==> src/design/utfd_pkg.sv <==
// Shared types and byte-class constants for the UTF-8 to UCS-2 stream decoder.
// Used by the input stage, the decode core, the output stage and the top level.
package utfd_pkg;

    // End kinds reported with each result item
    localparam logic [1:0] END_CONT  = 2'd0;
    localparam logic [1:0] END_NORM  = 2'd1;
    localparam logic [1:0] END_STRAY = 2'd2;
    localparam logic [1:0] END_CAP   = 2'd3;

    // Lead and continuation byte boundaries
    localparam logic [7:0] CONT_MASK = 8'hC0;
    localparam logic [7:0] CONT_TAG  = 8'h80;
    localparam logic [7:0] LEAD2_MIN = 8'hC0;
    localparam logic [7:0] LEAD3_MIN = 8'hE0;
    localparam logic [7:0] LEAD4_MIN = 8'hF0;
    localparam logic [7:0] LEAD5_MIN = 8'hF8;
    localparam logic [7:0] LEAD6_MIN = 8'hFC;

    localparam logic [15:0] CAP_RESET = 16'hFFFF;

    // One input item
    typedef struct packed {
        logic       last_byte;
        logic [7:0] byte_in;
    } item_t;

    // One result item
    typedef struct packed {
        logic [1:0]  end_kind;
        logic        malformed;
        logic        unit_valid;
        logic [15:0] code_unit;
    } result_t;

endpackage

==> src/design/utfd_in_stage.sv <==
// Input register stage: captures one item from the slave channel.
// Depends on utfd_pkg for the item type.
module utfd_in_stage import utfd_pkg::*; (
    input  logic  aclk,
    input  logic  aresetn,
    input  logic  s_tvalid,
    output logic  s_tready,
    input  item_t s_item,
    output logic  item_valid,
    output item_t item,
    input  logic  item_take
);

    logic  valid_reg, valid_next;
    item_t item_reg;

    // Free when empty or when the held item is consumed this cycle
    assign s_tready = !valid_reg || item_take;

    always_comb begin
        valid_next = valid_reg;
        if (s_tvalid && s_tready) begin
            valid_next = 1'b1;
        end else if (item_take) begin
            valid_next = 1'b0;
        end
    end

    always_ff @(posedge aclk) begin
        if (!aresetn) begin
            valid_reg <= 1'b0;
        end else begin
            valid_reg <= valid_next;
        end
    end

    always_ff @(posedge aclk) begin
        if (s_tvalid && s_tready) begin
            item_reg <= s_item;
        end
    end

    assign item_valid = valid_reg;
    assign item       = item_reg;

endmodule

==> src/design/utfd_core.sv <==
// Decode core: running string state, capacity register and the combinational
// byte decode that turns the held item into at most one result. Uses utfd_pkg.
module utfd_core import utfd_pkg::*; (
    input  logic        aclk,
    input  logic        aresetn,
    input  logic        cfg_wr_en,
    input  logic [15:0] cfg_wr_data,
    input  logic        item_valid,
    input  item_t       item,
    output logic        item_take,
    input  logic        res_room,
    output logic        res_valid,
    output result_t     res
);

    logic [2:0]  bytes_left_reg, bytes_left_next;
    logic [15:0] partial_reg, partial_next;
    logic        seq_bad_reg, seq_bad_next;
    logic [15:0] units_reg, units_next;
    logic        halted_reg, halted_next;
    logic [15:0] cap_reg;

    logic        has_res;
    logic        fin_req;
    logic [15:0] fin_unit;
    logic        fin_bad;
    logic [7:0]  b;
    logic        last;
    logic        cont_bad;
    logic [15:0] shifted;
    logic [2:0]  left_dec;

    assign b        = item.byte_in;
    assign last     = item.last_byte;
    assign cont_bad = ((b & CONT_MASK) != CONT_TAG);
    assign shifted  = {partial_reg[9:0], b[5:0]};
    assign left_dec = bytes_left_reg - 3'd1;

    // Consume when the output side can take a result, or none is produced
    assign item_take = item_valid && (res_room || !has_res);
    assign res_valid = item_valid && has_res && res_room;

    // Byte decode and state update
    always_comb begin
        bytes_left_next = bytes_left_reg;
        partial_next    = partial_reg;
        seq_bad_next    = seq_bad_reg;
        units_next      = units_reg;
        halted_next     = halted_reg;
        has_res         = 1'b0;
        res             = '0;
        fin_req         = 1'b0;
        fin_unit        = '0;
        fin_bad         = 1'b0;

        // Classify the byte against the running sequence
        if (halted_reg) begin
            if (last) begin
                halted_next = 1'b0;
                units_next  = '0;
            end
        end else if (bytes_left_reg == 3'd0) begin
            priority if (b < CONT_TAG) begin
                fin_req  = 1'b1;
                fin_unit = {8'h00, b};
            end else if (b < LEAD2_MIN) begin
                // stray continuation byte in lead position
                has_res      = 1'b1;
                res.end_kind = END_STRAY;
                if (last) begin
                    units_next = '0;
                end else begin
                    halted_next = 1'b1;
                end
            end else begin
                seq_bad_next = 1'b0;
                priority if (b < LEAD3_MIN) begin
                    bytes_left_next = 3'd1;
                    partial_next    = {11'd0, b[4:0]};
                end else if (b < LEAD4_MIN) begin
                    bytes_left_next = 3'd2;
                    partial_next    = {12'd0, b[3:0]};
                end else if (b < LEAD5_MIN) begin
                    bytes_left_next = 3'd3;
                    partial_next    = {13'd0, b[2:0]};
                end else if (b < LEAD6_MIN) begin
                    bytes_left_next = 3'd4;
                    partial_next    = {14'd0, b[1:0]};
                end else begin
                    bytes_left_next = 3'd5;
                    partial_next    = {15'd0, b[0]};
                end
                if (last) begin
                    fin_req = 1'b1;
                    fin_bad = 1'b1;
                end
            end
        end else begin
            seq_bad_next    = seq_bad_reg || cont_bad;
            partial_next    = shifted;
            bytes_left_next = left_dec;
            if (left_dec == 3'd0) begin
                fin_req  = 1'b1;
                fin_unit = shifted;
                fin_bad  = seq_bad_reg || cont_bad;
            end else if (last) begin
                fin_req = 1'b1;
                fin_bad = 1'b1;
            end
        end

        // Completed sequence: emit it or stop on capacity
        if (fin_req) begin
            has_res         = 1'b1;
            bytes_left_next = '0;
            partial_next    = '0;
            seq_bad_next    = 1'b0;
            if (units_reg >= cap_reg) begin
                res.end_kind = END_CAP;
                if (last) begin
                    units_next = '0;
                end else begin
                    halted_next = 1'b1;
                end
            end else begin
                res.code_unit  = fin_bad ? 16'd0 : fin_unit;
                res.unit_valid = 1'b1;
                res.malformed  = fin_bad;
                res.end_kind   = last ? END_NORM : END_CONT;
                units_next     = last ? 16'd0 : units_reg + 16'd1;
            end
        end
    end

    // State registers advance only on a consumed item
    always_ff @(posedge aclk) begin
        if (!aresetn) begin
            bytes_left_reg <= '0;
            partial_reg    <= '0;
            seq_bad_reg    <= 1'b0;
            units_reg      <= '0;
            halted_reg     <= 1'b0;
        end else if (item_take) begin
            bytes_left_reg <= bytes_left_next;
            partial_reg    <= partial_next;
            seq_bad_reg    <= seq_bad_next;
            units_reg      <= units_next;
            halted_reg     <= halted_next;
        end
    end

    // Capacity register
    always_ff @(posedge aclk) begin
        if (!aresetn) begin
            cap_reg <= CAP_RESET;
        end else if (cfg_wr_en) begin
            cap_reg <= cfg_wr_data;
        end
    end

`ifndef SYNTHESIS
    // While discarding, no sequence can be in flight
    a_halt_idle: assert property (@(posedge aclk) disable iff (!aresetn)
        halted_reg |-> (bytes_left_reg == 3'd0 && partial_reg == 16'd0 && !seq_bad_reg))
        else $error("halted with a sequence in flight");

    // Sequences are at most six bytes
    a_left_range: assert property (@(posedge aclk) disable iff (!aresetn)
        bytes_left_reg <= 3'd5)
        else $error("bytes_left out of range");

    // Stop results carry no unit
    a_stop_empty: assert property (@(posedge aclk) disable iff (!aresetn)
        (res_valid && !res.unit_valid) |->
        ((res.end_kind == END_STRAY || res.end_kind == END_CAP)
         && res.code_unit == 16'd0 && !res.malformed))
        else $error("stop result carries a unit");

    // A malformed unit is zero
    a_bad_zero: assert property (@(posedge aclk) disable iff (!aresetn)
        (res_valid && res.malformed) |-> (res.unit_valid && res.code_unit == 16'd0))
        else $error("malformed unit not zero");

    // After a last byte is consumed the string state is clear
    a_string_clear: assert property (@(posedge aclk) disable iff (!aresetn)
        (item_take && last) |=> (bytes_left_reg == 3'd0 && units_reg == 16'd0 && !halted_reg))
        else $error("string state not cleared at end of string");
`endif

endmodule

==> src/design/utfd_out_stage.sv <==
// Output register stage: holds one result item for the master channel.
// Depends on utfd_pkg for the result type.
module utfd_out_stage import utfd_pkg::*; (
    input  logic    aclk,
    input  logic    aresetn,
    input  logic    res_valid,
    input  result_t res,
    output logic    res_room,
    output logic    m_tvalid,
    input  logic    m_tready,
    output result_t m_res
);

    logic    valid_reg, valid_next;
    result_t res_reg;

    // Room when empty or the held item leaves this cycle
    assign res_room = !valid_reg || m_tready;

    always_comb begin
        valid_next = valid_reg;
        if (res_room) begin
            valid_next = res_valid;
        end
    end

    always_ff @(posedge aclk) begin
        if (!aresetn) begin
            valid_reg <= 1'b0;
        end else begin
            valid_reg <= valid_next;
        end
    end

    always_ff @(posedge aclk) begin
        if (res_room && res_valid) begin
            res_reg <= res;
        end
    end

    assign m_tvalid = valid_reg;
    assign m_res    = res_reg;

endmodule

==> src/design/utf8_to_ucs2_stream_decoder_unit.sv <==
// UTF-8 to UCS-2 stream decoder. Accepts one byte per cycle and sustains one
// item per cycle in both directions while the master side is ready; a byte is
// held in the input register, then decoded in the core and its result registered
// in the output register, from which it is presented on the master side. Bytes
// that finish no character give no result, except a stray continuation byte and a last byte that cuts a sequence short.
// The capacity register is written with cfg_wr_en.
// Top level: ties together utfd_in_stage, utfd_core and utfd_out_stage (utfd_pkg).
module utf8_to_ucs2_stream_decoder_unit import utfd_pkg::*; (
    input  logic        aclk,
    input  logic        aresetn,
    input  logic        cfg_wr_en,
    input  logic [15:0] cfg_wr_data,  // output_capacity
    input  logic        s_tvalid,
    output logic        s_tready,
    input  logic [7:0]  s_tdata,      // [7:0] byte_in
    input  logic        s_tlast,      // last_byte
    output logic        m_tvalid,
    input  logic        m_tready,
    output logic [15:0] m_tdata,      // [15:0] code_unit
    output logic [3:0]  m_tuser       // [0] unit_valid, [1] malformed, [3:2] end_kind
);

    item_t   s_item;
    item_t   item;
    logic    item_valid;
    logic    item_take;
    logic    res_valid;
    logic    res_room;
    result_t res;
    result_t m_res;

    assign s_item.byte_in   = s_tdata;
    assign s_item.last_byte = s_tlast;

    utfd_in_stage u_in (
        .aclk       (aclk),
        .aresetn    (aresetn),
        .s_tvalid   (s_tvalid),
        .s_tready   (s_tready),
        .s_item     (s_item),
        .item_valid (item_valid),
        .item       (item),
        .item_take  (item_take)
    );

    utfd_core u_core (
        .aclk        (aclk),
        .aresetn     (aresetn),
        .cfg_wr_en   (cfg_wr_en),
        .cfg_wr_data (cfg_wr_data),
        .item_valid  (item_valid),
        .item        (item),
        .item_take   (item_take),
        .res_room    (res_room),
        .res_valid   (res_valid),
        .res         (res)
    );

    utfd_out_stage u_out (
        .aclk      (aclk),
        .aresetn   (aresetn),
        .res_valid (res_valid),
        .res       (res),
        .res_room  (res_room),
        .m_tvalid  (m_tvalid),
        .m_tready  (m_tready),
        .m_res     (m_res)
    );

    assign m_tdata = m_res.code_unit;
    assign m_tuser = {m_res.end_kind, m_res.malformed, m_res.unit_valid};

endmodule

==> config.mk <==
export PLATFORM = sky130hd
export DESIGN_NAME = utf8_to_ucs2_stream_decoder_unit
export DESIGN_NICKNAME = d
export VERILOG_FILES = /design/src/design/utfd_pkg.sv /design/src/design/utfd_in_stage.sv /design/src/design/utfd_core.sv /design/src/design/utfd_out_stage.sv /design/src/design/utf8_to_ucs2_stream_decoder_unit.sv
export SDC_FILE = /design/constraint.sdc
export NUM_CORES = 1
export LEC_CHECK = 0
export BUFFER_PORTS_ARGS = -buffer_cell sky130_fd_sc_hd__buf_2
export CAP_MARGIN = 20
export CORE_ASPECT_RATIO = 0.7
export CORE_MARGIN = 3
export CORE_UTILIZATION = 35
export DETAILED_ROUTE_END_ITERATION = 8
export GPL_TIMING_DRIVEN = 0
export PLACE_DENSITY = 0.58
export RECOVER_POWER = 100
export SLEW_MARGIN = 40
export SYNTH_ARGS = -nofsm -noshare
export SYNTH_HDL_FRONTEND = slang
export SYNTH_HIERARCHICAL = 1
export SYNTH_SLANG_ARGS = --single-unit
==> constraint.sdc <==
create_clock -name aclk -period 2.7 [get_ports aclk]
set_input_delay 0.405 -clock aclk [delete_from_list [all_inputs] [get_ports aclk]]
set_output_delay 0.405 -clock aclk [all_outputs]
set_load 0.05 [all_outputs]
==> results.txt, run 1 <==
Initial Util = 0.366
Avg Cell Area, Syn = 9.51 um2
gr ovfl total = 0
Clk network pwr share = 0.393
root buf cell = clkbuf_16
Row Count = 31
Final Skew = 0.00940 ns
Post-synth EDFFs = 29
NetSw = 0.000780 W
Worst Path Buf+Inv = 4
largest net degree at the start of global routing = 21
Die Wd = 132 um
Initial DRC Count = 189
Gate Count Post-Synth = 406
Post-Syn Area = 3860 um2
MaxCap Viol Count = 0
Final setup viols = 0
combinational cell fraction of total power = 0.148
# fillers = 1049
clock sink count = 78
# nets final = 530
library cells used by synthesis = 58
IO buf count = 51
Synth Flop Type = dfxtp_1
Max Fclk = 0.379 GHz
fin. max-slew vios = 0
ANT cells = 0
power share of the sequential group = 0.459
post-route ant nets = 0
CP Class = flop to output port
RSZ-0062 raised after global routing = true
vias = 3223
RD Place Congestion = 0.880
Synth Warn # = 6
detailed-route wire length per cell = 15.0 um
met3 track demand over resource = 0.0428
CTS max path bufs = 2
Largest register FFs = 20
Min Hold Slack = 0.247 ns
Async SR Flop Fraction = 0
CP top delay family = simple AND/OR/NAND/NOR gates
Post-CTS Hold Fix Bufs = 0
vias in the first global route = 2946
Worst-path clk slew = 0.06 ns
xor and xnor fraction of the mapped netlist area = 0
mux contribution to synthesized area = 0.00810
Hold Path Class = primary input to flop
Via density = 5.09
critical path arrival = 2.24 ns
first-pass GRT wire length = 15200 um
die extent in y = 93.9 um
layout cells sized above 1 = 0.192
Sw Share = 0.271
die area = 12300 um2
antenna violations before repair = 0
most common cell after layout, fill and taps aside = dfxtp_1
Tightest Pin Transition = 0.612 ns
CP required = 2.30 ns
Post-Route WL = 9530 um
syn nets = 456
gr busiest metal = met1
met2 Usage GRT = 0.196
DP Wirelength = 7070 um
# DRC = 0
DRT Pass-1 Iters = 4
I/O pin count = 52
register area share after synthesis = 0.480
grt met1 use = 0.244
multi-input logic area = 1870 um2
worst stage delay on the critical path = 0.38 ns
outcome = completed
CTS HTree Levels = 3
Seq cells post-synth = 78
power density over cell area = 608 nW/um2
Core Region = 10600 um2
worst-path maximum fanout = 4
Synth Area in Compound Gates = 0.177
post-route clock period utilization = 0.978
R2R depth = 9
Worst Hold Path Cells = 1
Slowest-stage cell, CP = a2111oi_4
commonest cells after routing, fill and taps aside = dfxtp_1, nand2_1, inv_1, buf_2, clkbuf_1
max_slew headroom = 0.594
register area = 1860 um2
fin util = 0.449
CTS tree = built
Leak = 1.97 nW
Final Hold Fails = 0
simple logic cell fraction of the synthesized area = 0.216
instance count on the critical path = 10
Area Growth Syn to Fin = 22.7%
peak supply drop = 0.345 mV
crit path time final = 2.64 ns
Synth Area in Adders = 0.0648
CTS Buf Count = 9
Crit. End Element = output port
GRT Total Usage = 0.156
CP cell instances = inv_2, ha_4, and2b_2, o21bai_4, a2111oi_4, or2_1, buf_6, inv_4, nand2b_4, buf_8
Skew-Pair Late Insertion Delay = 0.34 ns
Pint = 0.00210 W
CP Launch Type = flop
largest family of logic cells by synthesized area = simple AND/OR/NAND/NOR gates
final timing paths:
check                                        startpoint                                  to  slack, ns
hold / removal                               s_tdata[6]              u_in/item[6]$_DFFE_PP_       0.25
hold reg to reg      u_core/partial_reg[9]$_SDFFE_PN0P_  u_core/partial_reg[9]$_SDFFE_PN0P_       0.45
setup / recovery  u_core/bytes_left_reg[0]$_SDFFE_PN0P_                            s_tready       0.06
setup reg to reg       u_core/units_reg[0]$_SDFFE_PN0P_   u_core/units_reg[10]$_SDFFE_PN0P_       0.13
what timing repair did:
action                                  4_1_cts  5_1_grt
endpoints found under the setup margin        9       28
pin swaps                                     3        4
resized for setup                             7       17
setup buffers                                 2       10
through the flow:
step / total power, W / cell area (um2) / cells / setup TNS, ns / worst slack, ns
CTS: 0.00289 / 4630 / 623 / -0.0538 / -0.0538
global route: 0.00300 / 4730 / 633 / -0.0308 / -0.0308
detailed placement: 0.00174 / 4300 / 605 / -0.0666 / -0.0432
finish: 0.00288 / 4730 / 633 / 0 / 0.0595
global placement: 0.00173 / 4300 / 605 / -0.0736 / -0.0348
floorplan: 0.00162 / 3860 / 406 / 0 / 0.324
final cells by class:
class | count | area share
well taps | 148 | 0.0391
flip-flops and latches | 78 | 0.392
plain buffers | 14 | 0.0148
inverters | 38 | 0.0307
repair buffers | 63 | 0.0695
multi-input cells | 276 | 0.394
clock buffers | 13 | 0.0550
clock inverters | 3 | 0.00449
power groups by stage:
| stage | registers [W] | logic [W] | clock network (W) |
|---|---|---|---|
| floorplan | 0.00142 | 0.000201 | 0 |
| global route | 0.00133 | 0.000465 | 0.00121 |
| detailed placement | 0.00135 | 0.000393 | 0 |
| finish | 0.00132 | 0.000426 | 0.00113 |
| global placement | 0.00134 | 0.000386 | 0 |
| CTS | 0.00132 | 0.000402 | 0.00117 |
Yosys cell counts (2+ instances only):
library cell  count  area share
o21a_1            2      0.0039
inv_1            37       0.036
nand4_1          10       0.016
nor2b_1           2      0.0032
nand3_1          16       0.021
nand2_1          45       0.044
edfxtp_1         29        0.23
dfxtp_1          49        0.25
o2111ai_1         3      0.0068
nand2b_1          3      0.0049
a21o_1            2      0.0039
a21oi_1          21       0.027
clkbuf_1          8      0.0078
or4_1             3      0.0058
and3_1            2      0.0032
a2111oi_4         2       0.014
nand2b_4          2      0.0071
a31oi_1           3      0.0049
and2_1           21       0.034
or3_1             3      0.0049
a32oi_1           3      0.0068
nor3_1           14       0.018
a21boi_2          3      0.0088
a211o_1           2      0.0045
and4_1            2      0.0045
and2_4            3      0.0068
mux2i_1           2      0.0052
ha_1             20       0.065
buf_2             5      0.0065
nor2_1           24       0.023
o211ai_1         15       0.029
o21ai_0          24       0.031
layer usage:
metal / vias up / part of all wire / routed length [um]
li1: 1606 / - / -
met1: 1501 / 0.55 / 5250
met2: 106 / 0.37 / 3530
met3: 10 / 0.068 / 650
met4: 0 / 0.010 / 97
met5: - / 0 / 0
cell families after synthesis:
kind of cell | Yosys count
AO/OA/AOI/OAI | 95
buffers and inverters | 52
adder cells (fa/ha/maj) | 20
flip-flops | 78
AND/OR/NAND/NOR | 158
multiplexers | 3
(Power assumes the default switching activity.)
==> inputs of run 2 (changes only) <==
--- a/config.mk
+++ b/config.mk
@@ -14,6 +14,7 @@
 export GPL_TIMING_DRIVEN = 0
 export PLACE_DENSITY = 0.58
 export RECOVER_POWER = 100
+export REMOVE_ABC_BUFFERS = 1
 export SLEW_MARGIN = 40
 export SYNTH_ARGS = -nofsm -noshare
 export SYNTH_HDL_FRONTEND = slang
==> results.txt, run 2 (synthesis results as in run 1) <==
peak supply drop = 0.264 mV
power density over cell area = 646 nW/um2
vias in the first global route = 2725
Crit. End Element = output port
Final setup viols = 0
worst-path maximum fanout = 4
Initial DRC Count = 172
Final Cell Area = 4740 um2
post-route ant nets = 0
CTS Buf Count = 9
CP Launch Type = flop
post-route clock period utilization = 0.981
max_slew headroom = 0.146
ANT cells = 0
clock sink count = 78
Initial Util = 0.366
Final Skew = 0.00620 ns
combinational cell fraction of total power = 0.134
Final Hold Fails = 0
Max Fclk = 0.378 GHz
die area = 12300 um2
Area Growth Syn to Fin = 22.8%
# nets final = 515
Core Region = 10600 um2
DP Wirelength = 6200 um
largest net degree at the start of global routing = 32
gr ovfl total = 0
Clk network pwr share = 0.434
DRT Pass-1 Iters = 5
RD Place Congestion = 0.828
Row Count = 31
Layout Cells excl Fill = 618
Sw Share = 0.244
layout cells sized above 1 = 0.181
Placed Area = 4240 um2
CTS tree = built
Post-CTS Hold Fix Bufs = 0
first-pass GRT wire length = 13700 um
Placed Cells = 591
CP Class = flop to output port
Die Wd = 132 um
# fillers = 1024
NetSw = 0.000747 W
detailed-route wire length per cell = 13.8 um
Post-Route WL = 8550 um
Hold Path Class = primary input to flop
Skew-Pair Late Insertion Delay = 0.33 ns
CTS max path bufs = 2
CTS HTree Levels = 3
Worst-path clk slew = 0.05 ns
fin. max-slew vios = 0
commonest cells after routing, fill and taps aside = dfxtp_1, nand2_1, inv_1, edfxtp_1, buf_2
outcome = completed
Largest register FFs = 20
critical path arrival = 2.24 ns
Pint = 0.00231 W
IO buf count = 51
crit path time final = 2.65 ns
CP required = 2.30 ns
final worst setup slack = 0.0510 ns
vias = 3062
Tightest Pin Transition = 1.28 ns
I/O pin count = 52
# DRC = 0
power share of the sequential group = 0.431
GRT Total Usage = 0.140
Via density = 4.95
MaxCap Viol Count = 0
Leak = 1.95 nW
root buf cell = clkbuf_16
antenna violations before repair = 0
worst slack, placed = -0.269 ns
most common cell after layout, fill and taps aside = dfxtp_1
die extent in y = 93.9 um
## run 2: timing repair
item	CTS	global route
setup buffers	1	10
endpoints found under the hold margin	0	0
resized for setup	10	14
pin swaps	3	6
endpoints found under the setup margin	31	25
## run 2: worst max-delay path, stage by stage (launching register included)
cell	delay (ns)
dfxtp_2	0.34
inv_2	0.07
ha_4	0.17
nor2b_4	0.13
and3_4	0.20
a2111oi_4	0.42
or2_4	0.22
inv_4	0.05
nand2b_4	0.15
buf_8	0.16
## run 2: worst paths after layout
| path | startpoint | endpoint | slack [ns] | depth (start not counted) |
|---|---|---|---|---|
| max | u_core/bytes_left_reg[0]$_SDFFE_PN0P_ | s_tready | 0.05 | 9 |
| min | s_tdata[1] | u_in/item[1]$_DFFE_PP_ | 0.25 | 1 |
| max reg2reg | u_core/units_reg[13]$_SDFFE_PN0P_ | u_core/units_reg[14]$_SDFFE_PN0P_ | 0.16 | 7 |
| min reg2reg | u_core/partial_reg[5]$_SDFFE_PN0P_ | u_core/partial_reg[5]$_SDFFE_PN0P_ | 0.45 | 2 |
## run 2: stage by stage
stage | total power [W] | util | hold slack (ns) | setup TNS [ns]
finish | 0.00306 | 0.449 | 0.246 | 0
global route | 0.00319 | 0.449 | 0.234 | -0.0306
CTS | 0.00308 | 0.438 | 0.235 | -0.00113
detailed placement | 0.00172 | 0.402 | 0.444 | -5.33
global placement | 0.00171 | 0.401 | 0.440 | -4.18
floorplan | 0.00160 | - | 0.427 | 0
## run 2: per-layer routing
layer,track usage,part of all wire,vias up
met2,0.184,0.39,80
li1,-,-,1573
met4,0.0463,0.013,0
met1,0.211,0.54,1401
met3,0.0466,0.064,8
met5,0,0,-
## run 2: power groups by stage
stage	Clock (W)	Combinational [W]	Sequential, W
2_1_floorplan	0	0.000183	0.00142
3_3_place_gp	0	0.000369	0.00134
3_5_place_dp	0	0.000378	0.00134
4_1_cts	0.00137	0.000390	0.00132
5_1_grt	0.00142	0.000450	0.00133
6_report	0.00133	0.000412	0.00132
## run 2: layout make-up
class                           count  area [um2]  area share
Multi-Input combinational cell    276        1900       0.401
Inverter                           38         148      0.0312
Clock inverter                      5        97.6      0.0206
Clock buffer                       11         233      0.0491
Sequential cell                    78        1850       0.391
Tap cell                          148         185      0.0391
Timing Repair Buffer               62         320      0.0676
